## config.mk

```make
export PLATFORM = sky130hd
export DESIGN_NAME = mpq_cell
export DESIGN_NICKNAME = d
export VERILOG_FILES = /design/src/rtl/core/mpq_pkg.sv /design/src/rtl/core/mpq_cell.sv
export SDC_FILE = /design/constraint.sdc
export NUM_CORES = 1
export LEC_CHECK = 0
export ABC_AREA = 0
export BUFFER_PORTS_ARGS = -buffer_cell sky130_fd_sc_hd__buf_2
export CAP_MARGIN = 20
export CORE_UTILIZATION = 40
export DETAILED_ROUTE_END_ITERATION = 8
export GPL_TIMING_DRIVEN = 0
export PLACE_DENSITY = 0.73
export RECOVER_POWER = 100
export SYNTH_ARGS = -nofsm -noshare
export SYNTH_HDL_FRONTEND = slang
export SYNTH_SLANG_ARGS = --single-unit
```

## constraint.sdc

```tcl
create_clock -name clk -period 4.51 [get_ports clk]
set_input_delay 0.2255 -clock clk [delete_from_list [all_inputs] [get_ports clk]]
set_output_delay 0.2255 -clock clk [all_outputs]
set_load 0.03 [all_outputs]
```

## src/rtl/core/mpq_pkg.sv

```systemverilog
// types and constants shared by the priority queue cells and top level
`timescale 1ns / 1ps

package mpq_pkg;

    localparam int DATA_W = 32;

    localparam logic OP_INSERT = 1'b0;
    localparam logic OP_POP    = 1'b1;

    localparam logic [1:0] STATUS_OK    = 2'd0;
    localparam logic [1:0] STATUS_EMPTY = 2'd1;
    localparam logic [1:0] STATUS_FULL  = 2'd2;

    typedef logic signed [DATA_W-1:0] data_t;

    // what one cell shows to its neighbors
    typedef struct packed {
        logic  valid;
        logic  keep;
        data_t value;
    } cell_link_t;

endpackage

```

## src/rtl/core/mpq_cell.sv

```systemverilog
// one storage cell of the sorted shift-register queue
`timescale 1ns / 1ps

module mpq_cell
(
    input  logic               clk,
    input  logic               rst_n,
    input  logic               do_insert,
    input  logic               do_pop,
    input  mpq_pkg::data_t     key,
    input  mpq_pkg::cell_link_t left,
    input  mpq_pkg::cell_link_t right,
    output mpq_pkg::cell_link_t link
);

    logic           valid_reg;
    logic           valid_next;
    mpq_pkg::data_t value_reg;
    mpq_pkg::data_t value_next;
    logic           keep;

    // entry stays in place when it is not larger than the new key
    assign keep = valid_reg && (value_reg <= key);

    always_comb
    begin
        valid_next = valid_reg;
        value_next = value_reg;
        if (do_insert)
        begin
            valid_next = valid_reg | left.valid;
            if (!keep)
            begin
                value_next = left.keep ? key : left.value;
            end
        end
        else if (do_pop)
        begin
            valid_next = right.valid;
            value_next = right.value;
        end
    end

    always_ff @(posedge clk or negedge rst_n)
    begin
        if (!rst_n)
        begin
            valid_reg <= 1'b0;
        end
        else
        begin
            valid_reg <= valid_next;
        end
    end

    always_ff @(posedge clk)
    begin
        value_reg <= value_next;
    end

    assign link.valid = valid_reg;
    assign link.keep  = keep;
    assign link.value = value_reg;

endmodule

```

Yosys cells after proc, flatten, opt, wreduce, memory -nomap -nowiden
Cells that the tools add are included.
{"block": "op_classes", "n_lt_le_gt_ge": 1, "n_eq_ne": 1, "mux": 6, "bitwise_logic": 1, "n_reduce_logical": 3}
{"operator": "32-bit two-way mux", "n": 4}
{"operator": "32-bit <= comparator", "n": 1}
{"operator": "1-bit two-way mux", "n": 2}
{"operator": "2-bit inequality test, second input constant", "n": 1}
{"operator": "2-bit AND reduction", "n": 1}
{"operator": "2-bit nonzero test", "n": 1}
{"operator": "1-bit logical AND", "n": 1}
{"operator": "1-bit bitwise OR", "n": 1}
{"block": "word_totals", "reg_bits": 33, "inputBits": 104, "output_inout_bits": 34}

Depth between registers and ports, before layout
Gate-level depths: netlist of run 1.
{"block": "depth", "ltp_word": 4, "ltp_mapped": 8}

Worst setup path before layout of run 1
OpenSTA, ideal clock, no wires.
{"block": "synth_timing", "path_type": "register to register", "startpoint": "register value_reg[14]", "endpoint": "register value_reg[0], enable pin", "setup_time_ps": 441, "arrival_ps": 3424, "required_ps": 4069, "path_slack_ps": 646, "path_stages_with_launch": 7, "path_buffers": 0, "period_less_slack_ps": 3864, "path_cell_list": "edfxtp_1 -> ha_1 -> nand4_1 -> nor4_2 -> a21boi_2 -> o31ai_2 -> a31oi_1"}
{"block": "synth_via", "elab_chain_cells": 4}
{"element": "start, declared", "line": "mpq_cell.sv:18", "source": "mpq_pkg::data_t value_reg;"}
{"element": "start signal, assigned", "line": "mpq_cell.sv:58", "source": "value_reg <= value_next;"}
{"element": "32-bit <= comparator", "line": "mpq_cell.sv:23", "source": "assign keep = valid_reg && (value_reg <= key);"}
{"element": "1-bit logical AND", "line": "mpq_cell.sv:23"}
{"element": "2-bit inequality test (no line)"}
{"element": "2-bit AND reduction (no line)"}
No other way between the ends.
A chain may end at the register's enable or synchronous reset.

Final worst setup path of run 1
{"block": "layout_timing", "startpoint": "register value_reg[29]", "endpoint": "output link[32] (netlist name)"}
{"block": "layout_via", "elab_chain_cells": 2}
{"element": "32-bit <= comparator", "line": "mpq_cell.sv:23"}
{"element": "1-bit logical AND", "line": "mpq_cell.sv:23"}
{"element": "end, declared", "line": "mpq_cell.sv:13", "source": "output mpq_pkg::cell_link_t link"}
No other way between the ends.

==> results of run 1 <==
==> power breakdown <==
group          switching [uW]  internal [uW]  leakage, uW
combinational             215            130      0.00133
sequential               20.0            385     0.000326
clock                     114            107    0.0000450
total                     349            622      0.00170
==> logic make-up (layout without fill, tap and decap cells) <==
kind of cell / Yosys count / count (layout)
compound gates: 61 / 61
fa+ha+maj: 32 / 32
buf+inv: 47 / 191
flops: 33 / 33
mux: 32 / 32
simple gates: 59 / 59
==> metal layers <==
| layer | GRT usage | wire length (um) | part of all wire |
|---|---|---|---|
| met1 | 0.230 | 2730 | 0.41 |
| met2 | 0.390 | 3420 | 0.51 |
| met3 | 0.0511 | 510 | 0.076 |
| met4 | 0.0649 | 80 | 0.012 |
| met5 | 0 | 0 | 0 |
==> path summary, 6_finish.rpt <==
check                                        startpoint                 endpoint  slack (ns)  cells after the start
worst min register to register    valid_reg$_DFFE_PN0P_    valid_reg$_DFFE_PN0P_        0.70                      2
worst min-delay path                          right[12]  value_reg[12]$_DFFE_PP_        0.25                      3
min in group asynchronous                         rst_n    valid_reg$_DFFE_PN0P_        0.26                      2
max in group asynchronous                         rst_n    valid_reg$_DFFE_PN0P_        4.15                      2
worst max register to register  value_reg[14]$_DFFE_PP_   value_reg[1]$_DFFE_PP_        1.55                      7
worst max-delay path            value_reg[29]$_DFFE_PP_                 link[32]        1.51                      7
==> synthesized netlist by cell type, drive strengths merged (2+ instances only) <==
library cell  count  area [um2]
clkbuf            8        30.0
a211oi            2        15.0
nor4              3        25.0
nand4             6        52.6
nand3             5        25.0
ha               32         400
nor2             34         128
buf               6        33.8
nor2b             2        12.5
edfxtp           32         961
inv              33         124
nand2             4        15.0
mux2i            32         320
a21oi            44         220
a21o              5        37.5
==> layout make-up <==
class                   instances  share of cell area
multi-input cells             184               0.407
flip-flops and latches         33               0.290
repair buffers                136               0.196
inverters                      33              0.0365
well taps                      75              0.0276
clock buffers                   6              0.0214
plain buffers                  14              0.0184
clock inverters                 2             0.00295
==> repair_timing <==
action                                 4_1_cts  5_1_grt
buffers inserted                             0        0
endpoints found under the hold margin        1        0
hold buffers                                 1        0
==> worst register-to-register path: stages (launching register included) <==
cell and delay (ns):
edfxtp_1 0.40, ha_1 0.33, nand4_1 0.15, nor4_1 0.56, a21boi_0 0.28, o31ai_1 0.16
a31oi_4 0.55, buf_16 0.24
==> per-stage QoR <==
stage / power (uW) / hold WS (ns) / setup WS [ns] / util / cells
final: 971 / 0.252 / 1.51 / 0.560 / 483
after global routing: 1030 / 0.270 / 1.37 / 0.560 / 483
after CTS: 993 / 0.245 / 1.62 / 0.570 / 483
after detailed placement: 769 / 0.00634 / 1.71 / 0.555 / 474
after global placement: 753 / 0.00222 / -0.371 / 0.548 / 473
after floorplan: 637 / -0.0701 / 0.646 / - / 264
==> placed cells by master, fill, tap and decap left out, types with 3 or more instances in the layout <==
| cell type | Yosys | final |
|---|---|---|
| a21o_1 | 5 | 5 |
| a21oi_1 | 44 | 44 |
| buf_2 | 3 | 101 |
| clkbuf_1 | 8 | 46 |
| clkbuf_8 | 0 | 5 |
| edfxtp_1 | 32 | 32 |
| ha_1 | 32 | 32 |
| inv_1 | 33 | 33 |
| mux2i_1 | 32 | 32 |
| nand2_1 | 4 | 4 |
| nand3_1 | 5 | 5 |
| nand4_1 | 5 | 5 |
| nor2_1 | 34 | 34 |
| nor4_1 | 2 | 3 |
==> results.ini, run 1 <==
[worst_setup_path]
cp.required_ns = 4.28
path_class = reg2out
worstPathArrival_ns = 2.77
start_kind = flop
slowest_stage = nor4_1
critPathMaxStageDelay_ns = 0.49
crit_family = compound AO/OA/AOI/OAI gates
crit_buf_inv = 2
cp-end-kind = output port
cp_max_fo = 2
crit_path_cell_trace = ha_1 -> a21o_1 -> a2111o_1 -> nor4_1 -> a31o_1 -> buf_4 -> clkbuf_1

[grt]
antenna_found_initial = 0
gr-usage-all-layers = 0.209
grt_max_degree = 20
grt.overflow.total = 0
grt_pass1_vias = 2453
grt_pass1_wl_um = 10500

[timing]
rsz0062_at_grt = false
fmax_ghz = 0.333
min_period_ns = 3.00
post-route-period-util = 0.665
hold_viol = 0
skew_ns = 0.00925
worstMarginPinSlew_ns = 0.721
fin_tns_setup_ns = 0
slew_headroom = 0.519
finalSetupViolations = 0
report.final.slew_viol_count = 0

[logic_synthesis]
synth-simple-area-share = 0.118
seq_area_frac_synth = 0.386
yosys.area_share.adder = 0.157
synthDistinctLibCells = 35
synth_top_family_by_area = adder cells
avgSynthCellArea_um2 = 9.69
synth-seq-cells = 33
synth_edf_count = 32
synthXorXnorAreaFrac = 0
muxShareOfSynthArea = 0.125
synth_fp_nets = 400
synth_compound_area_frac = 0.141
syn_inst = 264
yosys_most_used_dff = edfxtp_1
async_flop_share = 0.0303
yosys_warnings = 0
synthesis.area_um2 = 2560

[floorplanning]
start_util = 0.422
die_w_um = 82.0
die_h_um = 82.0
ioPinCount = 138
placementRows = 28
dieArea_um2 = 6720
core-area_um2 = 6060

[layout]
layout.nets = 543
largest_register_ffs = 32
fin_area_um2 = 3400
area_delta_synth_final_pct = 32.8
diodes = 0
multi_input_area_um2 = 1380
drive_above_1_share = 0.279
seq_area_um2 = 986
fillCellCount = 587

[routing]
drt-wirelength-per-cell_um = 14.0
ant_nets = 0
vias = 2423
drtIter0Drc = 48
drc = 0
routed_wl_um = 6740
drt_first_pass_iters = 5
via_per_inst = 5.02

[clock_tree]
worstSkewPairLatency_ns = 0.29
cts_buffer_depth = 2
cts_tree = done
cts-root-buf = clkbuf_8
cts_max_level = 2
cts_made_buffers = 5
path_clk_slew_ns = 0.07
cts.sinks = 33
post_cts_resized = 0

[job]
cap_violations = 0

[power_and_ir_drop]
p_leak_uw = 0.00170
ir_worst_vdd_mv = 0.157
p_per_area_nw_per_um2 = 286

[hold_path]
hp-class = in2reg

[place]
port_buffers = 134
dpl_cell_area_um2 = 3360
place_congestion = 0.721
hpwl_um = 5510

[status]
run_status = finished, final reports clean

No activity file was read; power rests on OpenSTA's default activity.
==> run 2, diff against run 1 <==
ABC_AREA = 1   (was 0)
PLACE_DENSITY = 0.76   (was 0.73)
clock period = 2.69 ns   (was 4.51 ns; I/O delays follow)
==> run 2 against run 1 <==
Compared with the run above: non-clock buffer count increased by 1; clock power is 76% higher; hold slack worse by 0.17 ns; critical endpoint is now value_reg[16]$_DFFE_PP_; clock skew is 0.0046 ns lower; register-to-register slack got worse by 1.3 ns; global-route usage down 0.23 points; critical path type is now reg2reg; die area down 0.82%; cell count increased by 14%; sequential cell count unchanged; synthesized cell count rose by 25%.
==> results.ini, run 2 <==
[logic_synthesis]
synth-seq-cells = 33  ; unchanged
synthTopCellsByCount = nand2_1, o21ai_0, inv_1, nor2_1  ; was a21oi_1, nor2_1, inv_1
synth_top_area_share = 0.379  ; was 0.376
avgSynthCellArea_um2 = 7.71  ; was 9.69 um2
synthesis.area_um2 = 2540  ; was 2560 um2
seq_area_frac_synth = 0.389  ; was 0.386
synth_area_leaders = edfxtp_1, ha_1, nand2_1  ; was edfxtp_1, ha_1, mux2i_1
synthDistinctLibCells = 23  ; was 35
yosys_most_used_dff = edfxtp_1  ; unchanged
syn_inst = 329  ; was 264
yosys_warnings = 0  ; unchanged
async_flop_share = 0.0303  ; unchanged
synth.most_common_cell = nand2_1  ; was a21oi_1
yosysTopAreaCell = edfxtp_1  ; unchanged
synth_fp_nets = 465  ; was 400
synth_edf_count = 32  ; unchanged

[timing]
skew_ns = 0.00461  ; was 0.00925 ns
worstMarginPinSlew_ns = 0.513  ; was 0.721 ns
report.final.slew_viol_count = 0  ; unchanged
slew_headroom = 0.658  ; was 0.519
hold_viol = 0  ; unchanged
rsz0062_at_grt = false  ; unchanged
min_period_ns = 2.45
post-route-period-util = 0.911
fin_tns_setup_ns = 0  ; unchanged
finalSetupViolations = 0  ; unchanged
fmax_ghz = 0.408

[power_and_ir_drop]
ir_worst_vdd_mv = 0.284  ; was 0.157 mV
p_total_uw = 1680  ; was 971 uW
p_per_area_nw_per_um2 = 499  ; was 286 nW/um2
p_leak_uw = 0.00170  ; about the same

[layout]
mostFrequentLayoutCell = buf_2  ; unchanged
area_delta_synth_final_pct = 33.1  ; was 32.8%
post-route-util = 0.560  ; about the same
mostFrequentLayoutCells = buf_2, nand2_1, o21ai_0  ; was buf_2, clkbuf_1, a21oi_1
layout.nets = 609  ; was 543
fillCellCount = 603  ; was 587
diodes = 0  ; unchanged
drive_above_1_share = 0.245  ; was 0.279
largest_register_ffs = 32  ; unchanged

[worst_setup_path]
crit_buf_inv = 0  ; was 2
cp.required_ns = 2.62  ; was 4.28 ns
crit_family = simple AND/OR/NAND/NOR gates  ; was compound AO/OA/AOI/OAI gates
path_class = reg2reg  ; was reg2out
cp-end-kind = flop  ; was output port
slowest_stage = edfxtp_1  ; was nor4_1
critPathMaxStageDelay_ns = 0.39  ; was 0.49 ns
worstPathArrival_ns = 2.38  ; was 2.77 ns
crit_top_cell = nand2_1
cp_max_fo = 32  ; was 2
crit_path_cell_trace = ha_1 -> nand2_1 -> nor2_1 -> nand4_1 -> nor3b_2 -> nand2_1 -> nand3_1 -> nand3_1 -> nand2_1 -> nand2_1 -> nand2_4  ; was ha_1 -> a21o_1 -> a2111o_1 -> nor4_1 -> a31o_1 -> buf_4 -> clkbuf_1
start_kind = flop  ; unchanged

[place]
place_congestion = 0.801  ; was 0.721
hpwl_um = 5490  ; was 5510 um
port_buffers = 136  ; was 134

[clock_tree]
cts.sinks = 33  ; unchanged
path_clk_slew_ns = 0.07  ; about the same
cts_max_level = 2  ; unchanged
cts_buffer_depth = 2  ; unchanged
cts-root-buf = clkbuf_8  ; unchanged
cts_setup_buffers = 0  ; unchanged
cts_tree = done  ; unchanged
worstSkewPairLatency_ns = 0.28  ; was 0.29 ns
cts_made_buffers = 5  ; unchanged

[grt]
grt_pass1_wl_um = 10400  ; was 10500 um
grt-busiest-layer = met2  ; unchanged
grt.met1_usage = 0.241  ; was 0.230
grt.met3_usage = 0.0411  ; was 0.0511
grt_max_degree = 33  ; was 20
gr-usage-all-layers = 0.207  ; was 0.209
grt_pass1_vias = 2446  ; was 2453
grt.overflow.total = 0  ; unchanged
use_met2 = 0.383  ; was 0.390
antenna_found_initial = 0  ; unchanged

[floorplanning]
die_w_um = 81.6  ; was 82.0 um
start_util = 0.421  ; was 0.422
die_h_um = 81.6  ; was 82.0 um
core-area_um2 = 6030  ; was 6060 um2
ioPinCount = 138  ; unchanged
dieArea_um2 = 6660  ; was 6720 um2
placementRows = 28  ; unchanged

[routing]
drtIter0Drc = 133  ; was 48
vias = 2680  ; was 2423
drc = 0  ; unchanged
via_per_inst = 4.88  ; was 5.02
drt_first_pass_iters = 4  ; was 5
routed_wl_um = 6960  ; was 6740 um
ant_nets = 0  ; unchanged
drt-wirelength-per-cell_um = 12.7  ; was 14.0 um

[job]
cap_violations = 0  ; unchanged

[status]
run_status = finished, final reports clean  ; unchanged

[hold_path]
hp-class = in2reg  ; unchanged

==> run 2: cell count changes after synthesis, sizes merged, moves of 4 or more <==
cell | before | now
o21ai | 1 | 67
clkbuf | 8 | 12
a21o | 5 | 1
inv | 33 | 44
nor2 | 34 | 40
buf | 6 | 2
mux2i | 32 | 0
nand2 | 4 | 72
a21oi | 44 | 14
==> run 2: cell type report <==
class                   instances  area [um2]  area share
plain buffers                  14        63.8      0.0189
repair buffers                137         647       0.192
well taps                      75        93.8      0.0278
clock buffers                   8        90.1      0.0267
inverters                      45         169      0.0501
flip-flops and latches         33         986       0.292
multi-input cells             237        1330       0.393
==> run 2: timing repair <==
item,4_1_cts,5_1_grt
setup endpoints to repair,32,0
hold endpoints to repair,1,0
resized for setup,1,0
hold buffers,1,0
==> run 2: cell families (layout without fill, tap and decap cells) <==
logic type | Yosys count | in the layout | share of synthesized area
buffers and inverters | 59 | 204 | 0.0918
flip-flops | 33 | 33 | 0.389
AO/OA/AOI/OAI | 84 | 84 | 0.171
adder cells (fa/ha/maj) | 32 | 32 | 0.158
AND/OR/NAND/NOR | 121 | 121 | 0.191
==> run 2: path summary, 6_finish.rpt <==
| path | startpoint | to | slack (ns) | depth (start not counted) |
|---|---|---|---|---|
| max in group asynchronous | rst_n | valid_reg$_DFFE_PN0P_ | 2.42 | 2 |
| min reg2reg | valid_reg$_DFFE_PN0P_ | valid_reg$_DFFE_PN0P_ | 0.62 | 3 |
| min in group asynchronous | rst_n | valid_reg$_DFFE_PN0P_ | 0.16 | 2 |
| max | value_reg[23]$_DFFE_PP_ | value_reg[16]$_DFFE_PP_ | 0.24 | 11 |
| min | right[33] | valid_reg$_DFFE_PN0P_ | 0.08 | 3 |
| max reg2reg | value_reg[23]$_DFFE_PP_ | value_reg[16]$_DFFE_PP_ | 0.24 | 11 |
==> run 2: worst reg2reg max path, cell delays in order, from the launching register on <==
cell and delay [ns]:
edfxtp_1 0.39, ha_1 0.31, nand2_1 0.07, nor2_1 0.16, nand4_1 0.13, nor3b_2 0.22
nand2_1 0.10, nand3_1 0.08, nand3_1 0.11, nand2_1 0.10, nand2_1 0.08, nand2_4 0.36
==> run 2: power by group <==
group | internal [uW] | switching [uW]
Clock | 209 | 180
Sequential | 656 | 37.8
Combinational | 205 | 397
Total | 1070 | 615
==> run 2: layer usage <==
| layer | part of all wire | up-vias |
|---|---|---|
| li1 | - | 1376 |
| met1 | 0.43 | 1199 |
| met2 | 0.50 | 98 |
| met3 | 0.062 | 7 |
| met4 | 0.0085 | 0 |
| met5 | 0 | - |
==> run 2: stage by stage <==
stage / area, um2 / hold slack, ns / worst slack, ns / instances
after floorplan: 2540 / -0.161 / 0.214 / 329
after global placement: 3310 / -0.0902 / 0.0450 / 540
after detailed placement: 3310 / -0.0855 / -0.0334 / 540
after CTS: 3420 / 0.0820 / 0.191 / 549
after global routing: 3370 / 0.0854 / 0.0158 / 549
final: 3370 / 0.0812 / 0.240 / 549
